$ cat src/rtl/core/cps_pkg.sv
// Package for the Chaikin path smoother: field widths, transaction
// payload structs, command kinds and sequencer steps.
// No dependencies.
package cps_pkg;

   localparam int CoordWidth = 32;
   localparam int DiffWidth  = CoordWidth + 1;
   localparam int AlphaWidth = 17;
   localparam int ProdWidth  = DiffWidth + AlphaWidth + 1;
   localparam int FracShift  = 16;

   localparam logic [AlphaWidth-1:0] OneQ16       = 17'h10000;
   localparam logic [AlphaWidth-1:0] AlphaDefault = 17'd49152;
   localparam logic                  EnableDefault = 1'b1;

   // Register indexes of the configuration port
   localparam int CsrIndexWidth = 1;
   localparam logic [CsrIndexWidth-1:0] CsrEnable = 1'b0;
   localparam logic [CsrIndexWidth-1:0] CsrAlpha  = 1'b1;

   // Default queue depths
   localparam int CmdDepthDefault = 2;
   localparam int RspDepthDefault = 4;

   typedef struct packed {
      logic signed [CoordWidth-1:0] in_x;
      logic signed [CoordWidth-1:0] in_y;
      logic signed [CoordWidth-1:0] in_z;
      logic                         in_end;
   } req_type;

   typedef struct packed {
      logic signed [CoordWidth-1:0] out_x;
      logic signed [CoordWidth-1:0] out_y;
      logic signed [CoordWidth-1:0] out_z;
      logic                         out_end;
   } rsp_type;

   // What the back end has to do for one accepted point
   typedef enum logic [1:0] {
      CMD_PASS,       // emit the point as is
      CMD_BLEND,      // emit p1 and p2
      CMD_BLEND_END   // emit p1, p2 and the final point
   } cmd_kind_type;

   typedef struct packed {
      cmd_kind_type                 kind;
      logic                         last_pt;
      logic signed [CoordWidth-1:0] cur_x;
      logic signed [CoordWidth-1:0] cur_y;
      logic signed [CoordWidth-1:0] cur_z;
      logic signed [DiffWidth-1:0]  diff_x;
      logic signed [DiffWidth-1:0]  diff_y;
      logic signed [DiffWidth-1:0]  diff_z;
   } cmd_type;

   typedef enum logic [1:0] {
      STEP_P1,
      STEP_P2,
      STEP_FINAL
   } step_type;

endpackage

$ cat src/rtl/core/cps_front.sv
// Front end: accepts points, tracks the open path and classifies each
// point into a command for the back end. Depends on cps_pkg.
module cps_front (
   input  logic             clock,
   input  logic             reset,
   input  logic             enable,
   input  logic             accept,
   input  cps_pkg::req_type req,
   output cps_pkg::cmd_type cmd
);

   logic                                  have_prev_ff, have_prev_in;
   logic signed [cps_pkg::CoordWidth-1:0] prev_x_ff, prev_y_ff, prev_z_ff;
   logic signed [cps_pkg::CoordWidth-1:0] prev_x_in, prev_y_in, prev_z_in;

   // Classify and update path state
   always_comb begin
      have_prev_in = have_prev_ff;
      prev_x_in    = prev_x_ff;
      prev_y_in    = prev_y_ff;
      prev_z_in    = prev_z_ff;
      cmd.kind     = cps_pkg::CMD_PASS;
      cmd.last_pt  = req.in_end;
      cmd.cur_x    = req.in_x;
      cmd.cur_y    = req.in_y;
      cmd.cur_z    = req.in_z;
      cmd.diff_x   = cps_pkg::DiffWidth'(prev_x_ff) - cps_pkg::DiffWidth'(req.in_x);
      cmd.diff_y   = cps_pkg::DiffWidth'(prev_y_ff) - cps_pkg::DiffWidth'(req.in_y);
      cmd.diff_z   = cps_pkg::DiffWidth'(prev_z_ff) - cps_pkg::DiffWidth'(req.in_z);
      if (accept) begin
         priority if (!enable) begin
            have_prev_in = 1'b0;
         end else if (!have_prev_ff) begin
            if (!req.in_end) begin
               have_prev_in = 1'b1;
               prev_x_in    = req.in_x;
               prev_y_in    = req.in_y;
               prev_z_in    = req.in_z;
            end
         end else begin
            cmd.kind = req.in_end ? cps_pkg::CMD_BLEND_END : cps_pkg::CMD_BLEND;
            if (req.in_end) begin
               have_prev_in = 1'b0;
            end else begin
               prev_x_in = req.in_x;
               prev_y_in = req.in_y;
               prev_z_in = req.in_z;
            end
         end
      end
   end

   always_ff @(posedge clock) begin
      if (reset) begin
         have_prev_ff <= 1'b0;
         prev_x_ff    <= '0;
         prev_y_ff    <= '0;
         prev_z_ff    <= '0;
      end else begin
         have_prev_ff <= have_prev_in;
         prev_x_ff    <= prev_x_in;
         prev_y_ff    <= prev_y_in;
         prev_z_ff    <= prev_z_in;
      end
   end

`ifndef SYNTHESIS
   a_disable_drops_path: assert property (@(posedge clock) disable iff (reset)
      (accept && !enable) |=> !have_prev_ff)
      else $error("open path kept while smoothing disabled");
   a_end_closes_path: assert property (@(posedge clock) disable iff (reset)
      (accept && req.in_end) |=> !have_prev_ff)
      else $error("path still open after end point");
   a_blend_needs_prev: assert property (@(posedge clock) disable iff (reset)
      (accept && cmd.kind != cps_pkg::CMD_PASS) |-> (have_prev_ff && enable))
      else $error("blend issued without previous point");
`endif

endmodule

$ cat config.mk
export PLATFORM = sky130hd
export DESIGN_NAME = cps_front
export DESIGN_NICKNAME = d
export VERILOG_FILES = /design/src/rtl/core/cps_pkg.sv /design/src/rtl/core/cps_front.sv
export SDC_FILE = /design/constraint.sdc
export NUM_CORES = 1
export LEC_CHECK = 0
export BUFFER_PORTS_ARGS = -buffer_cell sky130_fd_sc_hd__buf_4
export CORE_MARGIN = 2
export CORE_UTILIZATION = 45
export CTS_CLUSTER_DIAMETER = 80
export DETAILED_ROUTE_END_ITERATION = 8
export GPL_TIMING_DRIVEN = 1
export MAX_ROUTING_LAYER = met4
export PLACE_DENSITY_LB_ADDON = 0.25
export SYNTH_ARGS = -nofsm -noshare
export SYNTH_HDL_FRONTEND = slang
export SYNTH_SLANG_ARGS = --single-unit
export TNS_END_PERCENT = 100
$ cat constraint.sdc
create_clock -name clock -period 6.4 [get_ports clock]
set_input_delay 1.92 -clock clock [delete_from_list [all_inputs] [get_ports clock]]
set_output_delay 1.92 -clock clock [all_outputs]
set_load 0.05 [all_outputs]
==> results.md <==
- Status: finished, final reports clean
- Leakage: 0.00569 µW
- Vias: 9611
- Clk_skew: 0 ns
- Number of synthesized flops with an enable pin: 0
- Critical path class: in -> out
- Vias in the first global route: 8759
- Post-synthesis sequential area ratio: 0.206
- Initial antenna violation count: 0
- Critical-path top delay cell: or4_1
- Chip height: 149 µm
- Setup-failing EPs final: 0
- Routed vias/inst: 5.34
- CP Data Required Time: 4.48 ns
- Min Clock Period, post-route: 6.33 ns
- Critical path startpoint category: input pin
- Tcrit/Tclk final: 0.989
- Worst-Margin Slew: 1.09 ns
- Hold crit path type: reg -> reg
- Cell Area, Synth: 0.00945 mm²
- Inst Count DP: 1786
- Number of diodes: 0
- DRT Wirelength: 26500 µm
- Most common cell after layout, fill and taps aside: buf_4
- #FFs+latches synth: 97
- Total die area: 0.0222 mm²
- CTS Sinks: 97
- # Post-CTS Setup Buffers: 0
- Commonest non-fill, non-tap cells in the layout: buf_4, nand2_1, a21oi_1
- Fmax: 158 MHz
- Placer Congestion: 0.934
- DRC Markers: 0
- Post-DP HPWL: 20600 µm
- CP Max Fanout: 3
- Most used cell, CP: buf_4
- CTS Hold Bufs: 0
- Place WS: 0.00387 ns
- Avg WL per Cell: 14.7 µm
- # resized after CTS: 1
- DRT antenna net count: 0
- Cell breakdown of the critical path: buf_4 > ha_1 > fa_1 > nand2b_1 > a21oi_2 > o21ai_1 > and4_1 > or4_1 > a31oi_2 > o22ai_1 > buf_4
- Main flop type after synthesis: dfxtp_1
- Share of post-route cells with drive strength above 1: 0.228
- Max Slew Vio Count: 0
- DRT Pass-1 Iters: 5
- Rel. slew slack: 0.275
- Total GRT Usage: 0.237
- Input/output buffers: 298
- Data arrival, critical path: 4.41 ns
- Gate Count Post-Synth: 1349
- Syn Nets: 1549
- Synth cell types: 63
- Hold Fails Final Rpt: 0
- Core Footprint: 0.0208 mm²
- Final #Nets: 1722
- H-tree levels: 3
- Util after Layout: 0.556
- CTS max path bufs: 2
- I/O pin total: 299
- Layout area overhead: 22.6%
- Initial core utilization: 0.454
- Peak VDD IR: 114 µV
- Post-synth ARST share: 0
- CTS clk-pin slew, worst paths: 0.07 ns
- Global-route wire length before repair: 41900 µm
- Crit path capture type: output port
- Drt initial violations: 471
- Largest net degree at the start of global routing: 98
- Final worst slack: 0.0726 ns
- Clk root buf: clkbuf_16
- Syn_area_per_cell: 7.00 µm²
- Post-Layout Cell Count: 1800
- Die Wd: 149 µm
- CTS tree: done
- Site Rows: 53
- Pwr dens: 196 mW/mm²
- Cts bufs inserted: 9
- Layout fillers: 2115
- Ys Warns: 0
- Max-Cap Viols: 0
- Largest stage delay, worst path: 0.48 ns
- GRT overflow: 0
- Worst-skew pair later-pin latency: 0.34 ns
==> Yosys cell counts (7+ instances only) <==
master    number  share of area
a21o_1        26          0.021
a21oi_1      192           0.10
a31oi_1       14         0.0093
and3_1         7         0.0046
buf_4         97          0.077
clkbuf_1      52          0.021
dfxtp_1       97           0.21
ha_1          96           0.13
inv_1        123          0.049
nand2_1      264           0.10
nand2b_1      13         0.0086
nand3_1       24          0.013
nand4_1       20          0.013
nor2_1        46          0.018
nor3_1        11         0.0058
o211ai_1      12         0.0095
o21a_1        14          0.011
o21ai_0       40          0.021
o21bai_1       9         0.0072
o31ai_1        7         0.0056
xnor2_1       53          0.049
xor2_1        32          0.030
==> routing by layer <==
| metal | global-route usage | up-vias | wire (µm) |
|---|---|---|---|
| met5 | - | - | 0 |
| met2 | 0.390 | 303 | 12400 |
| met4 | 0.0690 | 0 | 510 |
| li1 | - | 4857 | - |
| met3 | 0.0284 | 29 | 1610 |
| met1 | 0.306 | 4422 | 11900 |
==> stage by stage <==
| step | hold slack (ns) | area (µm²) | total power, µW | TNS (ns) |
|---|---|---|---|---|
| global route | 0.472 | 11600 | 2380 | -0.00920 |
| finish | 0.458 | 11600 | 2270 | 0 |
| floorplan | 0.436 | 9480 | 1410 | -0.0302 |
| CTS | 0.460 | 11600 | 2290 | 0 |
| global placement | 0.443 | 11300 | 1690 | 0 |
| detailed placement | 0.450 | 11300 | 1700 | 0 |
==> power by group <==
part           switching [µW]  leakage (µW)  total (µW)  internal (µW)
logic                     720       0.00476        1050            332
clock network             246      0.000142         585            339
registers                10.6      0.000788         634            623
total                     976       0.00569        2270           1290
==> flip-flops by register name, summed over array words and instances (netlist names) <==
signal	flops
prev_x_ff	32
prev_y_ff	32
have_prev_ff	1
prev_z_ff	32
==> cell type report <==
| class | count | area [µm²] | share of cell area |
|---|---|---|---|
| Inverter | 123 | 462 | 0.0399 |
| Timing Repair Buffer | 314 | 2360 | 0.203 |
| Clock buffer | 11 | 233 | 0.0201 |
| Clock inverter | 3 | 67.6 | 0.00583 |
| Sequential cell | 97 | 1940 | 0.168 |
| Tap cell | 275 | 344 | 0.0297 |
| Multi-Input combinational cell | 977 | 6180 | 0.533 |
==> cell families after synthesis <==
| family | count (synthesis) | share of synthesized area |
|---|---|---|
| AND/OR/NAND/NOR | 422 | 0.196 |
| AO/OA/AOI/OAI | 370 | 0.237 |
| buffers and inverters | 275 | 0.148 |
| adder cells (fa/ha/maj) | 99 | 0.133 |
| flip-flops | 97 | 0.206 |
| XOR/XNOR | 85 | 0.0788 |
| multiplexers | 1 | 0.00106 |
==> critical path, delay by kind of cell <==
| kind | cells | cell delay, ns |
|---|---|---|
| AOI/OAI and AO/OA | 4 | 0.64 |
| adders and majority gates | 2 | 0.61 |
| buffers and inverters | 2 | 0.32 |
| and+or+nand+nor | 3 | 0.91 |
==> path summary, 6_finish.rpt <==
kind | startpoint | end | slack [ns] | cells past startpoint
max | req[33] | cmd[65] | 0.07 | 11
min | prev_z_ff[0] | prev_z_ff[0] | 0.46 | 2
max reg2reg | prev_x_ff[1] | prev_x_ff[1] | 5.73 | 2
min reg2reg | prev_z_ff[0] | prev_z_ff[0] | 0.46 | 2
(Power assumes the default switching activity.)
