===== config.mk =====
export PLATFORM = sky130hd
export DESIGN_NAME = cps_back
export DESIGN_NICKNAME = d
export VERILOG_FILES = /design/src/rtl/core/cps_pkg.sv /design/src/rtl/core/cps_back.sv
export SDC_FILE = /design/constraint.sdc
export NUM_CORES = 2
export LEC_CHECK = 0
export ABC_AREA = 1
export BUFFER_PORTS_ARGS = -buffer_cell sky130_fd_sc_hd__buf_2
export CAP_MARGIN = 40
export CORE_MARGIN = 5
export CORE_UTILIZATION = 25
export CTS_CLUSTER_SIZE = 10
export DETAILED_ROUTE_END_ITERATION = 8
export GPL_ROUTABILITY_DRIVEN = 0
export PLACE_DENSITY_LB_ADDON = 0.2
export SYNTH_ARGS = -nofsm -noshare
export SYNTH_HDL_FRONTEND = slang
export SYNTH_SLANG_ARGS = --single-unit
export TNS_END_PERCENT = 1

===== constraint.sdc =====
create_clock -name clock -period 12.1 [get_ports clock]
set_clock_uncertainty 0.05 [all_clocks]
set_input_delay 0.605 -clock clock [delete_from_list [all_inputs] [get_ports clock]]
set_output_delay 0.605 -clock clock [all_outputs]
set_load 0.1 [all_outputs]

===== src/rtl/core/cps_pkg.sv =====
// Package for the Chaikin path smoother: field widths, transaction
// payload structs, command kinds and sequencer steps.
// No dependencies.
package cps_pkg;

   localparam int CoordWidth = 32;
   localparam int DiffWidth  = CoordWidth + 1;
   localparam int AlphaWidth = 17;
   localparam int ProdWidth  = DiffWidth + AlphaWidth + 1;
   localparam int FracShift  = 16;

   localparam logic [AlphaWidth-1:0] OneQ16       = 17'h10000;
   localparam logic [AlphaWidth-1:0] AlphaDefault = 17'd49152;
   localparam logic                  EnableDefault = 1'b1;

   // Register indexes of the configuration port
   localparam int CsrIndexWidth = 1;
   localparam logic [CsrIndexWidth-1:0] CsrEnable = 1'b0;
   localparam logic [CsrIndexWidth-1:0] CsrAlpha  = 1'b1;

   // Default queue depths
   localparam int CmdDepthDefault = 2;
   localparam int RspDepthDefault = 4;

   typedef struct packed {
      logic signed [CoordWidth-1:0] in_x;
      logic signed [CoordWidth-1:0] in_y;
      logic signed [CoordWidth-1:0] in_z;
      logic                         in_end;
   } req_type;

   typedef struct packed {
      logic signed [CoordWidth-1:0] out_x;
      logic signed [CoordWidth-1:0] out_y;
      logic signed [CoordWidth-1:0] out_z;
      logic                         out_end;
   } rsp_type;

   // What the back end has to do for one accepted point
   typedef enum logic [1:0] {
      CMD_PASS,       // emit the point as is
      CMD_BLEND,      // emit p1 and p2
      CMD_BLEND_END   // emit p1, p2 and the final point
   } cmd_kind_type;

   typedef struct packed {
      cmd_kind_type                 kind;
      logic                         last_pt;
      logic signed [CoordWidth-1:0] cur_x;
      logic signed [CoordWidth-1:0] cur_y;
      logic signed [CoordWidth-1:0] cur_z;
      logic signed [DiffWidth-1:0]  diff_x;
      logic signed [DiffWidth-1:0]  diff_y;
      logic signed [DiffWidth-1:0]  diff_z;
   } cmd_type;

   typedef enum logic [1:0] {
      STEP_P1,
      STEP_P2,
      STEP_FINAL
   } step_type;

endpackage


===== src/rtl/core/cps_back.sv =====
// Back end: steps through each command, one output point per cycle while the result
// queue has room, through a multiply stage and a round stage. Depends on cps_pkg.
module cps_back #(
   parameter int RSP_DEPTH = cps_pkg::RspDepthDefault
) (
   input  logic                                  clock,
   input  logic                                  reset,
   input  logic [cps_pkg::AlphaWidth-1:0]        alpha,
   input  cps_pkg::cmd_type                      cmd_head,
   input  logic                                  cmd_valid,
   output logic                                  cmd_pop,
   input  logic [$clog2(RSP_DEPTH+1)-1:0]        rsp_count,
   output logic                                  rsp_push,
   output cps_pkg::rsp_type                      rsp_data
);

   localparam int PW = cps_pkg::ProdWidth;
   localparam int CW = cps_pkg::CoordWidth;
   localparam int FS = cps_pkg::FracShift;

   cps_pkg::step_type step_ff, step_in;

   logic                          issue, credit_ok, is_last, end_sel;
   logic [cps_pkg::AlphaWidth-1:0] a_w, w_sel;
   logic signed [PW-1:0]          prod_x_in, prod_y_in, prod_z_in;
   logic signed [PW-1:0]          prod_x_ff, prod_y_ff, prod_z_ff;
   logic signed [CW-1:0]          cur_x_ff, cur_y_ff, cur_z_ff;
   logic                          end_ff;
   logic                          s1_valid_ff;
   logic signed [PW-1:0]          sum_x, sum_y, sum_z;

   // Room in the result queue counting the point in flight
   assign credit_ok = (32'(rsp_count) + 32'(s1_valid_ff)) < RSP_DEPTH;
   assign issue     = cmd_valid && credit_ok;
   assign a_w       = (alpha > cps_pkg::OneQ16) ? cps_pkg::OneQ16 : alpha;

   // Step sequencer: weight and end flag of the current output point
   always_comb begin
      w_sel   = '0;
      end_sel = 1'b0;
      is_last = 1'b1;
      unique case (step_ff)
         cps_pkg::STEP_P1: begin
            if (cmd_head.kind == cps_pkg::CMD_PASS) begin
               end_sel = cmd_head.last_pt;
            end else begin
               w_sel   = a_w;
               is_last = 1'b0;
            end
         end
         cps_pkg::STEP_P2: begin
            w_sel   = cps_pkg::OneQ16 - a_w;
            is_last = (cmd_head.kind != cps_pkg::CMD_BLEND_END);
         end
         cps_pkg::STEP_FINAL: begin
            end_sel = 1'b1;
         end
         default: begin
            is_last = 1'b1;
         end
      endcase

      step_in = step_ff;
      if (issue) begin
         if (is_last) begin
            step_in = cps_pkg::STEP_P1;
         end else if (step_ff == cps_pkg::STEP_P1) begin
            step_in = cps_pkg::STEP_P2;
         end else begin
            step_in = cps_pkg::STEP_FINAL;
         end
      end
   end

   assign cmd_pop = issue && is_last;

   // Blend = cur + (prev - cur) * w, product stage
   assign prod_x_in = cmd_head.diff_x * $signed({1'b0, w_sel});
   assign prod_y_in = cmd_head.diff_y * $signed({1'b0, w_sel});
   assign prod_z_in = cmd_head.diff_z * $signed({1'b0, w_sel});

   always_ff @(posedge clock) begin
      if (reset) begin
         step_ff     <= cps_pkg::STEP_P1;
         s1_valid_ff <= 1'b0;
      end else begin
         step_ff     <= step_in;
         s1_valid_ff <= issue;
      end
   end

   always_ff @(posedge clock) begin
      if (issue) begin
         prod_x_ff <= prod_x_in;
         prod_y_ff <= prod_y_in;
         prod_z_ff <= prod_z_in;
         cur_x_ff  <= cmd_head.cur_x;
         cur_y_ff  <= cmd_head.cur_y;
         cur_z_ff  <= cmd_head.cur_z;
         end_ff    <= end_sel;
      end
   end

   // Round stage: add cur in Q24.24 plus half an LSB, floor to Q24.8
   assign sum_x = PW'({cur_x_ff, 16'h8000}) + prod_x_ff;
   assign sum_y = PW'({cur_y_ff, 16'h8000}) + prod_y_ff;
   assign sum_z = PW'({cur_z_ff, 16'h8000}) + prod_z_ff;

   assign rsp_push         = s1_valid_ff;
   assign rsp_data.out_x   = sum_x[FS+CW-1:FS];
   assign rsp_data.out_y   = sum_y[FS+CW-1:FS];
   assign rsp_data.out_z   = sum_z[FS+CW-1:FS];
   assign rsp_data.out_end = end_ff;

`ifndef SYNTHESIS
   a_no_rsp_overrun: assert property (@(posedge clock) disable iff (reset)
      s1_valid_ff |-> (32'(rsp_count) < RSP_DEPTH))
      else $error("result queue overrun");
   a_cmd_held_mid_step: assert property (@(posedge clock) disable iff (reset)
      (step_ff != cps_pkg::STEP_P1) |-> cmd_valid)
      else $error("command lost in the middle of its steps");
   a_final_only_on_end: assert property (@(posedge clock) disable iff (reset)
      (step_ff == cps_pkg::STEP_FINAL) |-> (cmd_head.kind == cps_pkg::CMD_BLEND_END))
      else $error("final step on a command without path end");
`endif

endmodule


==> impl_metrics.json <==
{
  "status": "complete, no violations",
  "avgViaCountPerCell": 4.42,
  "cpMostUsedCell": "fa_1",
  "fin_crit_ns": 9.50,
  "dr.pass1.iters": 6,
  "min_to": "step_ff[0]$_SDFFE_PP0P_",
  "die_h_um": 527,
  "core_um2": 266000,
  "hold_path.class": "in -> reg",
  "start_util_pct": 25.2,
  "cts_tree": "yes",
  "io_pins": 320,
  "wl_per_cell_um": 19.6,
  "setup_viol": 0,
  "fp-row-count": 189,
  "tns_ns": 0,
  "rsz0062_at_grt": "false",
  "grt_remaining_overflow": 0,
  "cts-root-buf": "clkbuf_16",
  "antenna_found_initial": 56,
  "cpPeakStageDelay_ns": 0.71,
  "worst_r2r_endpoint": "prod_z_ff[37]$_DFFE_PP_",
  "synth_cells": 7938,
  "timing.rr.start": "step_ff[0]$_SDFFE_PP0P_",
  "grt_pass1_vias": 56472,
  "fin_crit_sh_pct": 78.5,
  "drt_wl_total_um": 228000,
  "layout_commonest_cell": "inv_1",
  "synth.area.top_cells": "fa_1, inv_1, edfxtp_1",
  "cts_setup_buffers": 0,
  "place.port_buffers": 319,
  "cts.path.max_buffers": 3,
  "syn_avg_cell_area_um2": 8.42,
  "ant_nets": 0,
  "drc": 0,
  "via_count": 51483,
  "yosysUniqueCellTypes": 48,
  "die-area_um2": 278000,
  "grt_pass1_wl_um": 350000,
  "worstRegToRegCells": 30,
  "seq_area_frac_synth_pct": 8.90,
  "hp-start": "reset",
  "cp.required_ns": 12.37,
  "synth_top_cell_area_share_pct": 46.3,
  "yosys.area.top_type": "fa_1",
  "tightestPinTransition_ns": 0.864,
  "dieWidth_um": 527,
  "final_nets": 10261,
  "start_kind": "register",
  "grtUsageTotal_pct": 16.5,
  "critPathSlowestCell": "clkinv_2",
  "stdcell_count": 11638,
  "drive_above_1_share_pct": 6.03,
  "yosysWarnings": 0,
  "r2r_slack_ns": 2.60,
  "cts_hold_buf": 0,
  "area_delta_synth_final_pct": 9.29,
  "drv_slew": 0,
  "htree_levels": 4,
  "relSlewSlack_pct": 42.4,
  "worst_setup_path_end_kind": "register",
  "mostFrequentLayoutCells": "inv_1, fa_1, nand2_1, nor2_1, ha_1",
  "placedCellCount": 11581,
  "path_class": "reg -> reg",
  "hpwl_um": 189000,
  "cp.arrival_ns": 9.76,
  "grt_start_max_net_pins": 71,
  "maxClockFrequency_mhz": 105,
  "clk_latency_ns": 0.62,
  "cts.sinks": 199,
  "netlist_area_um2": 66800,
  "maxCapViolCount": 0,
  "syn-num-nets": 10128,
  "path_clk_slew_ns": 0.11,
  "cts_resized": 0,
  "finalHoldViolations": 0,
  "cp_max_fo": 32,
  "hold_depth": 2,
  "cts_made_buffers": 21,
  "synth-seq-cells": 199,
  "drt_iter0_markers": 3567
}
==> cell families after synthesis <==
| kind of cell | count (synthesis) | share of synthesized area (%) |
|---|---|---|
| buffers and inverters | 2342 | 13.5 |
| adder cells (fa/ha/maj) | 1969 | 54.2 |
| XOR/XNOR | 239 | 3.13 |
| flip-flops | 199 | 8.90 |
| AO/OA/AOI/OAI | 623 | 5.27 |
| AND/OR/NAND/NOR | 2566 | 15.0 |
==> state kept, by name, indices dropped and copies added, names as in the netlist <==
name	count
cur_x_ff	32
cur_y_ff	32
cur_z_ff	32
end_ff	1
prod_x_ff	33
prod_y_ff	33
prod_z_ff	33
rsp_push	1
step_ff	2
==> cells in the mapped netlist, drive strengths merged <==
cell type	n
a21o	20
o211ai	4
dfxtp	3
clkinv	14
o211a	1
a31oi	30
fa	1545
o2111ai	5
clkbuf	136
nor2	1030
o221a	5
o221ai	3
edfxtp	196
nor4	13
o22ai	1
nand3b	7
buf	132
inv	2060
o21bai	17
and3	3
xor2	152
nand4	18
o41ai	1
o21ai	185
o21a	31
a21oi	281
a31o	3
nand2	1386
o31ai	4
nand3	90
xnor2	87
nor3	19
a211oi	13
o311ai	4
ha	424
a21boi	15
==> metal layers <==
layer	vias to the layer above	routed length [um]	track usage (%)
met5	-	159	0
met4	30	6060	4.62
met3	277	13400	2.53
met2	1403	107000	27.3
met1	26362	102000	22.3
li1	23411	-	-
==> how the worst max path moves through the flow <==
stage	from	to	slack (ns)	cells past startpoint
detailed placement	alpha[2]	prod_y_ff[47]$_DFFE_PP_	1.94	36
global placement	alpha[8]	prod_y_ff[47]$_DFFE_PP_	1.77	35
CTS	step_ff[0]$_SDFFE_PP0P_	prod_y_ff[47]$_DFFE_PP_	2.56	30
floorplan	alpha[8]	prod_y_ff[47]$_DFFE_PP_	4.33	42
global route	step_ff[0]$_SDFFE_PP0P_	prod_z_ff[37]$_DFFE_PP_	1.88	30
finish	step_ff[0]$_SDFFE_PP0P_	prod_z_ff[37]$_DFFE_PP_	2.60	30
==> through the flow <==
stage	worst slack [ns]	utilization (%)	hold slack [ns]	area, um2
floorplan	4.33	-	0.422	66800
finish	2.60	27.5	0.107	73000
detailed placement	1.94	27.2	0.457	72300
global placement	1.77	27.2	0.450	72100
global route	1.88	27.5	0.0808	73000
CTS	2.56	27.5	0.0367	72900
==> layout make-up <==
type	instances	area [um2]
Timing Repair Buffer	378	2190
Inverter	2074	7800
Clock buffer	21	526
Fill cell	28911	193000
Sequential cell	199	5950
Clock inverter	12	140
Antenna cell	24	60.1
Multi-Input combinational cell	5397	51900
Tap cell	3533	4420
==> worst max-delay path, delay by kind of cell, from the launching register on <==
family                   cells  cell delay (ns)
AND/OR/NAND/NOR             10             2.10
buffers and inverters        7             1.99
XOR/XNOR                     1             0.07
flip-flops                   1             0.41
AO/OA/AOI/OAI                5             1.33
adder cells (fa/ha/maj)      7             3.20
Power is not shown: default switching activity piles up to over one toggle a cycle in this logic, so the estimate is an artifact.
