===== config.mk =====
export PLATFORM = sky130hd
export DESIGN_NAME = cps_fifo
export DESIGN_NICKNAME = d
export VERILOG_FILES = /design/src/rtl/core/cps_fifo.sv
export SDC_FILE = /design/constraint.sdc
export NUM_CORES = 1
export LEC_CHECK = 0
export ABC_AREA = 1
export BUFFER_PORTS_ARGS = -buffer_cell sky130_fd_sc_hd__buf_4
export CAP_MARGIN = 15
export CORE_MARGIN = 5
export CORE_UTILIZATION = 49
export CTS_CLUSTER_SIZE = 30
export DETAILED_ROUTE_END_ITERATION = 8
export HOLD_SLACK_MARGIN = 0.1
export PLACE_DENSITY = 0.85
export SLEW_MARGIN = 20
export SYNTH_ARGS = -nofsm -noshare
export SYNTH_HDL_FRONTEND = slang
export SYNTH_SLANG_ARGS = --single-unit

===== constraint.sdc =====
create_clock -name clock -period 1.4 [get_ports clock]
set_input_delay 0.14 -clock clock [delete_from_list [all_inputs] [get_ports clock]]
set_output_delay 0.14 -clock clock [all_outputs]
set_load 0.01 [all_outputs]

===== src/rtl/core/cps_fifo.sv =====
// Small synchronous FIFO on a register array with fill count.
// Used for the command queue and the result queue; no package use.
module cps_fifo #(
   parameter int WIDTH = 8,
   parameter int DEPTH = 2
) (
   input  logic                       clock,
   input  logic                       reset,
   input  logic                       push,
   input  logic [WIDTH-1:0]           push_data,
   input  logic                       pop,
   output logic [WIDTH-1:0]           head_data,
   output logic [$clog2(DEPTH+1)-1:0] count
);

   localparam int PtrWidth   = $clog2(DEPTH);
   localparam int CountWidth = $clog2(DEPTH+1);
   localparam logic [PtrWidth-1:0]   LastPtr = PtrWidth'(DEPTH - 1);
   localparam logic [CountWidth-1:0] FullCnt = CountWidth'(DEPTH);

   logic [WIDTH-1:0]      mem_ff [DEPTH];
   logic [PtrWidth-1:0]   wr_ptr_ff, wr_ptr_in;
   logic [PtrWidth-1:0]   rd_ptr_ff, rd_ptr_in;
   logic [CountWidth-1:0] count_ff, count_in;
   logic                  do_push, do_pop;

   // Guard against overrun and underrun
   assign do_push = push && (count_ff != FullCnt);
   assign do_pop  = pop && (count_ff != '0);

   always_comb begin
      wr_ptr_in = wr_ptr_ff;
      rd_ptr_in = rd_ptr_ff;
      count_in  = count_ff;
      if (do_push) begin
         wr_ptr_in = (wr_ptr_ff == LastPtr) ? '0 : wr_ptr_ff + 1'b1;
      end
      if (do_pop) begin
         rd_ptr_in = (rd_ptr_ff == LastPtr) ? '0 : rd_ptr_ff + 1'b1;
      end
      if (do_push && !do_pop) begin
         count_in = count_ff + 1'b1;
      end else if (do_pop && !do_push) begin
         count_in = count_ff - 1'b1;
      end
   end

   always_ff @(posedge clock) begin
      if (reset) begin
         wr_ptr_ff <= '0;
         rd_ptr_ff <= '0;
         count_ff  <= '0;
      end else begin
         wr_ptr_ff <= wr_ptr_in;
         rd_ptr_ff <= rd_ptr_in;
         count_ff  <= count_in;
      end
   end

   // Storage, no reset
   always_ff @(posedge clock) begin
      if (do_push) begin
         mem_ff[wr_ptr_ff] <= push_data;
      end
   end

   assign head_data = mem_ff[rd_ptr_ff];
   assign count     = count_ff;

endmodule


==> flow_metrics.env, run 1 <==
export IMPL_grt_pass1_wl_um=2400
export IMPL_worstPathArrival_ns=1.21
export IMPL_period_share=0.964
export IMPL_die_area_um2=2590
export IMPL_drtIter0Drc=7
export IMPL_fp_dieH_um=50.9
export IMPL_min_period_ns=1.35
export IMPL_drive_above_1_share=0.443
export IMPL_finClkSkew_ns=0.00150
export IMPL_viasPerCell=5.08
export IMPL_timing_setup_tns_ns=0
export IMPL_wire_per_inst_um=13.0
export IMPL_syn_area_um2=821
export IMPL_worstSetupPathType="flip-flop to output port"
export IMPL_boundaryPins=22
export IMPL_totalWireLength_um=1470
export IMPL_worstSkewPairLatency_ns=0.30
export IMPL_yosysTopAreaCellShare=0.585
export IMPL_worst_pin_slew_ns=0.226
export IMPL_seq_power_share=0.485
export IMPL_clockBufferDepth=2
export IMPL_p_leak_nw=0.483
export IMPL_max_cap_violations=0
export IMPL_core_um2=1540
export IMPL_route_detailed_drc=0
export IMPL_ant_nets=0
export IMPL_first_global_vias=584
export IMPL_required_ns=1.26
export IMPL_synth_top_area_cell="edfxtp_1"
export IMPL_antenna_found_initial=0
export IMPL_grt_overflow=0
export IMPL_gp_congestion=0.734
export IMPL_swShare=0.305
export IMPL_slew_violations=0
export IMPL_holdWs_ns=0.198
export IMPL_pwr_share_comb=0.363
export IMPL_ys_seq_area_frac=0.707
export IMPL_hold_path_class="input pin to flip-flop"
export IMPL_end_kind="output port"
export IMPL_rsz0062_at_grt="true"
export IMPL_p_per_area_nw_per_um2=1570
export IMPL_syn_to_final_growth_pct=42.5
export IMPL_fillerInstances=103
export IMPL_p_int_mw=1.27
export IMPL_timing_slew_headroom=0.850
export IMPL_die_x_um=50.9
export IMPL_grt_use_total=0.119
export IMPL_htree_levels=1
export IMPL_clkPwrFrac=0.151
export IMPL_num_vias=574
export IMPL_start_util=0.532
export IMPL_timing_final_ws_setup_ns=0.0505
export IMPL_drt_pass1_iterations=2
export IMPL_syn_area_per_cell_um2=13.7
export IMPL_vdd_ir_drop_max_v=0.00122
export IMPL_status="completed"
export IMPL_clock_sinks=21
export IMPL_cp_max_fo=8
export IMPL_worst_setup_path_start_kind="flip-flop"
export IMPL_fmax_mhz=741
export IMPL_switching_power_mw=0.558
export IMPL_yosysUniqueCellTypes=17
export IMPL_grt_max_degree=12
export IMPL_finalHoldViolCount=0
export IMPL_root_buffer="clkbuf_4"
export IMPL_cts_tree="built"
export IMPL_num_rows=14
export IMPL_synthTopCellsByArea="edfxtp_1 59%, dfxtp_1 12%, mux2_2 6.9%"
export IMPL_portBuffers=21
export IMPL_finalSetupViolCount=0
export IMPL_dp_hpwl_um=1010
export IMPL_synth_cells=60
export IMPL_syn_num_nets=73
export IMPL_yosys_warnings=0
export IMPL_synth_ff_latch_count=21
export IMPL_numCtsBuffers=3
export IMPL_clk_pin_slew_ns=0.10
export IMPL_antenna_cells=0
export IMPL_fin_nets=111
export IMPL_dp_slack_ns=0.0364
==> power by group through the flow <==
| stage | registers, mW | logic [mW] | clock network [mW] |
|---|---|---|---|
| floorplan | 0.873 | 0.343 | 0 |
| global placement | 0.879 | 0.571 | 0 |
| detailed placement | 0.888 | 0.590 | 0 |
| CTS | 0.879 | 0.612 | 0.283 |
| global route | 0.906 | 0.742 | 0.311 |
| finish | 0.889 | 0.666 | 0.277 |
==> cell usage in the layout (no fill, tap or decap), types with 2 or more instances in the layout <==
cell type and n:
mux2_1 3, dfxtp_1 2, buf_4 25, dfxtp_2 2, nor2_1 7, o21ai_1 2, mux2_2 4, inv_1 6
edfxtp_1 16, nand2_1 4, clkbuf_4 3, dlygate4sd3_1 9, inv_2 3
==> state kept, by name, indices dropped and copies added (netlist names), named ones only <==
name / count
wr_ptr_ff: 1
rd_ptr_ff: 1
count: 2
mem_ff: 16
==> final timing paths <==
kind / from / end / slack, ns / depth (start not counted)
max: flip-flop / head_data[5] / 0.05 / 2
min: push / wr_ptr_ff / 0.20 / 4
max reg2reg: count[1] / count[1] / 0.10 / 8
min reg2reg: count[0] / count[0] / 0.54 / 1
==> cell usage after synthesis <==
| master | count |
|---|---|
| and2_4 | 1 |
| o21ai_2 | 2 |
| nor2_1 | 7 |
| nand4_1 | 1 |
| mux2_2 | 5 |
| o21ai_0 | 1 |
| edfxtp_1 | 16 |
| a21oi_1 | 1 |
| nand2_1 | 4 |
| dfxtp_1 | 5 |
| ha_1 | 1 |
| o21ai_1 | 2 |
| inv_2 | 2 |
| mux2_1 | 3 |
| nand3_1 | 1 |
| inv_1 | 7 |
| buf_2 | 1 |
==> area by class of cell <==
| type | instances | area, µm² | share of cell area |
|---|---|---|---|
| sequential | 21 | 587 | 0.502 |
| multi-input combinational | 29 | 225 | 0.193 |
| timing repair buffer | 34 | 278 | 0.237 |
| clock buffer | 4 | 26.3 | 0.0225 |
| inverter | 9 | 33.8 | 0.0289 |
| tap | 16 | 20.0 | 0.0171 |
==> worst max-delay path, cell delays in order, from the launching register on <==
cell and delay [ns]:
dfxtp_4 0.43, mux2_2 0.34, buf_4 0.14
==> cell families after synthesis <==
logic type                 after synthesis  synth area share
adders and majority gates                1            0.0152
buffers and inverters                   10            0.0473
AOI/OAI and AO/OA                        6            0.0457
muxes                                    8             0.110
DFF                                     21             0.707
and+or+nand+nor                         14            0.0747
==> metrics by stage <==
stage	cells	total power, mW	utilization	instance area, µm²
3_3_place_gp	99	1.45	0.659	1020
2_1_floorplan	60	1.22	-	821
5_1_grt	113	1.96	0.759	1170
4_1_cts	111	1.77	0.731	1130
6_report	113	1.83	0.759	1170
3_5_place_dp	99	1.48	0.659	1020
==> routing by layer <==
layer  part of all wire  vias to the layer above  track usage
met3              0.056                        2       0.0174
met5                  0                        -            0
li1                   -                      282            -
met2               0.53                       13        0.219
met1               0.39                      277        0.140
met4              0.016                        0       0.0383
==> what timing repair did <==
item	4_1_cts	5_1_grt
hold endpoints to repair	16	1
gates resized for setup	2	6
setup buffers	0	1
hold buffers	8	1
endpoints found under the setup margin	9	5
pin swaps	1	1
No activity file was read; power rests on OpenSTA's default activity.
==> run 2: changes to the inputs <==
Settings changed: CORE_MARGIN 5 to 2.
==> flow_metrics.env, run 2 (synthesis results as in run 1) <==
export IMPL_antenna_found_initial=0
export IMPL_gp_congestion=0.742
export IMPL_r2r_cells=9
export IMPL_totalWireLength_um=1390
export IMPL_syn_to_final_growth_pct=38.6
export IMPL_clockBufferDepth=2
export IMPL_slew_violations=0
export IMPL_first_global_vias=577
export IMPL_worstPathArrival_ns=1.21
export IMPL_portBuffers=21
export IMPL_min_period_ns=1.35
export IMPL_status="completed"
export IMPL_final_cell_mix="25 x buf_4, 16 x edfxtp_1, 8 x dlygate4sd3_1"
export IMPL_required_ns=1.26
export IMPL_multi_input_area_um2=201
export IMPL_vdd_ir_drop_max_v=0.00106
export IMPL_fin_nets=110
export IMPL_cts_tree="built"
export IMPL_boundaryPins=22
export IMPL_drtIter0Drc=11
export IMPL_grt_pass1_wl_um=2300
export IMPL_reg2reg_to="count[1]"
export IMPL_ant_nets=0
export IMPL_die_area_um2=2020
export IMPL_fp_dieH_um=44.9
export IMPL_num_rows=14
export IMPL_max_cap_violations=0
export IMPL_timing_slew_headroom=0.875
export IMPL_fillerInstances=108
export IMPL_clk_pin_slew_ns=0.11
export IMPL_p_leak_nw=0.477
export IMPL_rr_startpoint="count[1]"
export IMPL_fmax_mhz=738
export IMPL_finalSetupViolCount=0
export IMPL_rsz0062_at_grt="true"
export IMPL_drive_above_1_share=0.448
export IMPL_die_x_um=44.9
export IMPL_hold_path_class="input pin to flip-flop"
export IMPL_holdWs_ns=0.123
export IMPL_clock_sinks=21
export IMPL_antenna_cells=0
export IMPL_grt_use_total=0.174
export IMPL_root_buffer="clkbuf_4"
export IMPL_cp_slowest_cell="dfxtp_4"
export IMPL_numCtsBuffers=3
export IMPL_p_per_area_nw_per_um2=1570
export IMPL_utilization=0.738
export IMPL_dp_hpwl_um=952
export IMPL_worst_setup_path_start_kind="flip-flop"
export IMPL_regMostFlops="mem_ff"
export IMPL_worstSetupPathType="flip-flop to output port"
export IMPL_drt_pass1_iterations=4
export IMPL_largest_register_ffs=16
export IMPL_path_cells="mux2_2 -> buf_4"
export IMPL_power_mw=1.78
export IMPL_finalHoldViolCount=0
export IMPL_grt_overflow=0
export IMPL_htree_levels=1
export IMPL_viasPerCell=4.84
export IMPL_rrSetupSlack_ns=0.09
export IMPL_crit_path_end="head_data[7]"
export IMPL_wire_per_inst_um=12.4
export IMPL_grt_max_degree=13
export IMPL_cpPeakStageDelay_ns=0.42
export IMPL_route_detailed_drc=0
export IMPL_end_kind="output port"
export IMPL_start_util=0.532
export IMPL_num_vias=542
export IMPL_period_share=0.967
export IMPL_finClkSkew_ns=0.00264
export IMPL_cp_max_fo=8
export IMPL_core_um2=1540
export IMPL_mostFrequentLayoutCell="buf_4"
export IMPL_worst_pin_slew_ns=0.187
export IMPL_worstSkewPairLatency_ns=0.30
export IMPL_seqCellArea_um2=587
[run 2: how the worst min path moves through the flow]
| stage | from | end | slack [ns] | cells past startpoint |
|---|---|---|---|---|
| 5_1_grt | reset | count[1] | 0.15 | 4 |
| 4_1_cts | reset | count[1] | 0.10 | 4 |
| 3_5_place_dp | push_data[6] | mem_ff[1][6] | 0.33 | 1 |
| 2_1_floorplan | push_data[0] | mem_ff[0][0] | 0.24 | 0 |
| 3_3_place_gp | push_data[1] | mem_ff[0][1] | 0.33 | 1 |
| 6_report | reset | count[1] | 0.12 | 4 |
[run 2: per-stage QoR]
step | instance area, µm² | TNS [ns] | instances | setup WS, ns
finish | 1140 | 0 | 112 | 0.0457
global route | 1140 | -0.0607 | 112 | -0.0179
CTS | 1130 | 0 | 111 | 0.0205
detailed placement | 1020 | 0 | 99 | 0.0383
global placement | 1020 | 0 | 99 | 0.104
floorplan | 821 | 0 | 60 | 0.0329
[run 2: worst max-delay path, delay by kind of cell, from the launching register on]
family,cells,cell delay (ns)
flops,1,0.42
mux,1,0.35
buf+inv,1,0.14
[run 2: timing repair]
action,in CTS,in global routing
hold endpoints to repair,16,0
hold buffers,8,0
setup buffers,0,1
pin swaps,0,2
endpoints found under the setup margin,8,7
resized for setup,2,4
[run 2: area by class of cell]
type / count / area share
clock buffer: 3 / 0.0198
clock inverter: 1 / 0.00440
inverter: 9 / 0.0297
multi-input combinational: 29 / 0.177
sequential: 21 / 0.516
tap: 16 / 0.0176
timing repair buffer: 33 / 0.235
[run 2: power by group]
group	leakage, nW	switching, mW	internal, mW
combinational	0.267	0.293	0.331
sequential	0.192	0.0756	0.805
clock	0.0177	0.173	0.107
[run 2: per-layer routing]
layer	share of wire	vias up	track usage
met5	0	-	0
met2	0.51	15	0.306
met3	0.056	4	0.0520
met1	0.42	244	0.161
li1	-	279	-
met4	0.014	0	0.147
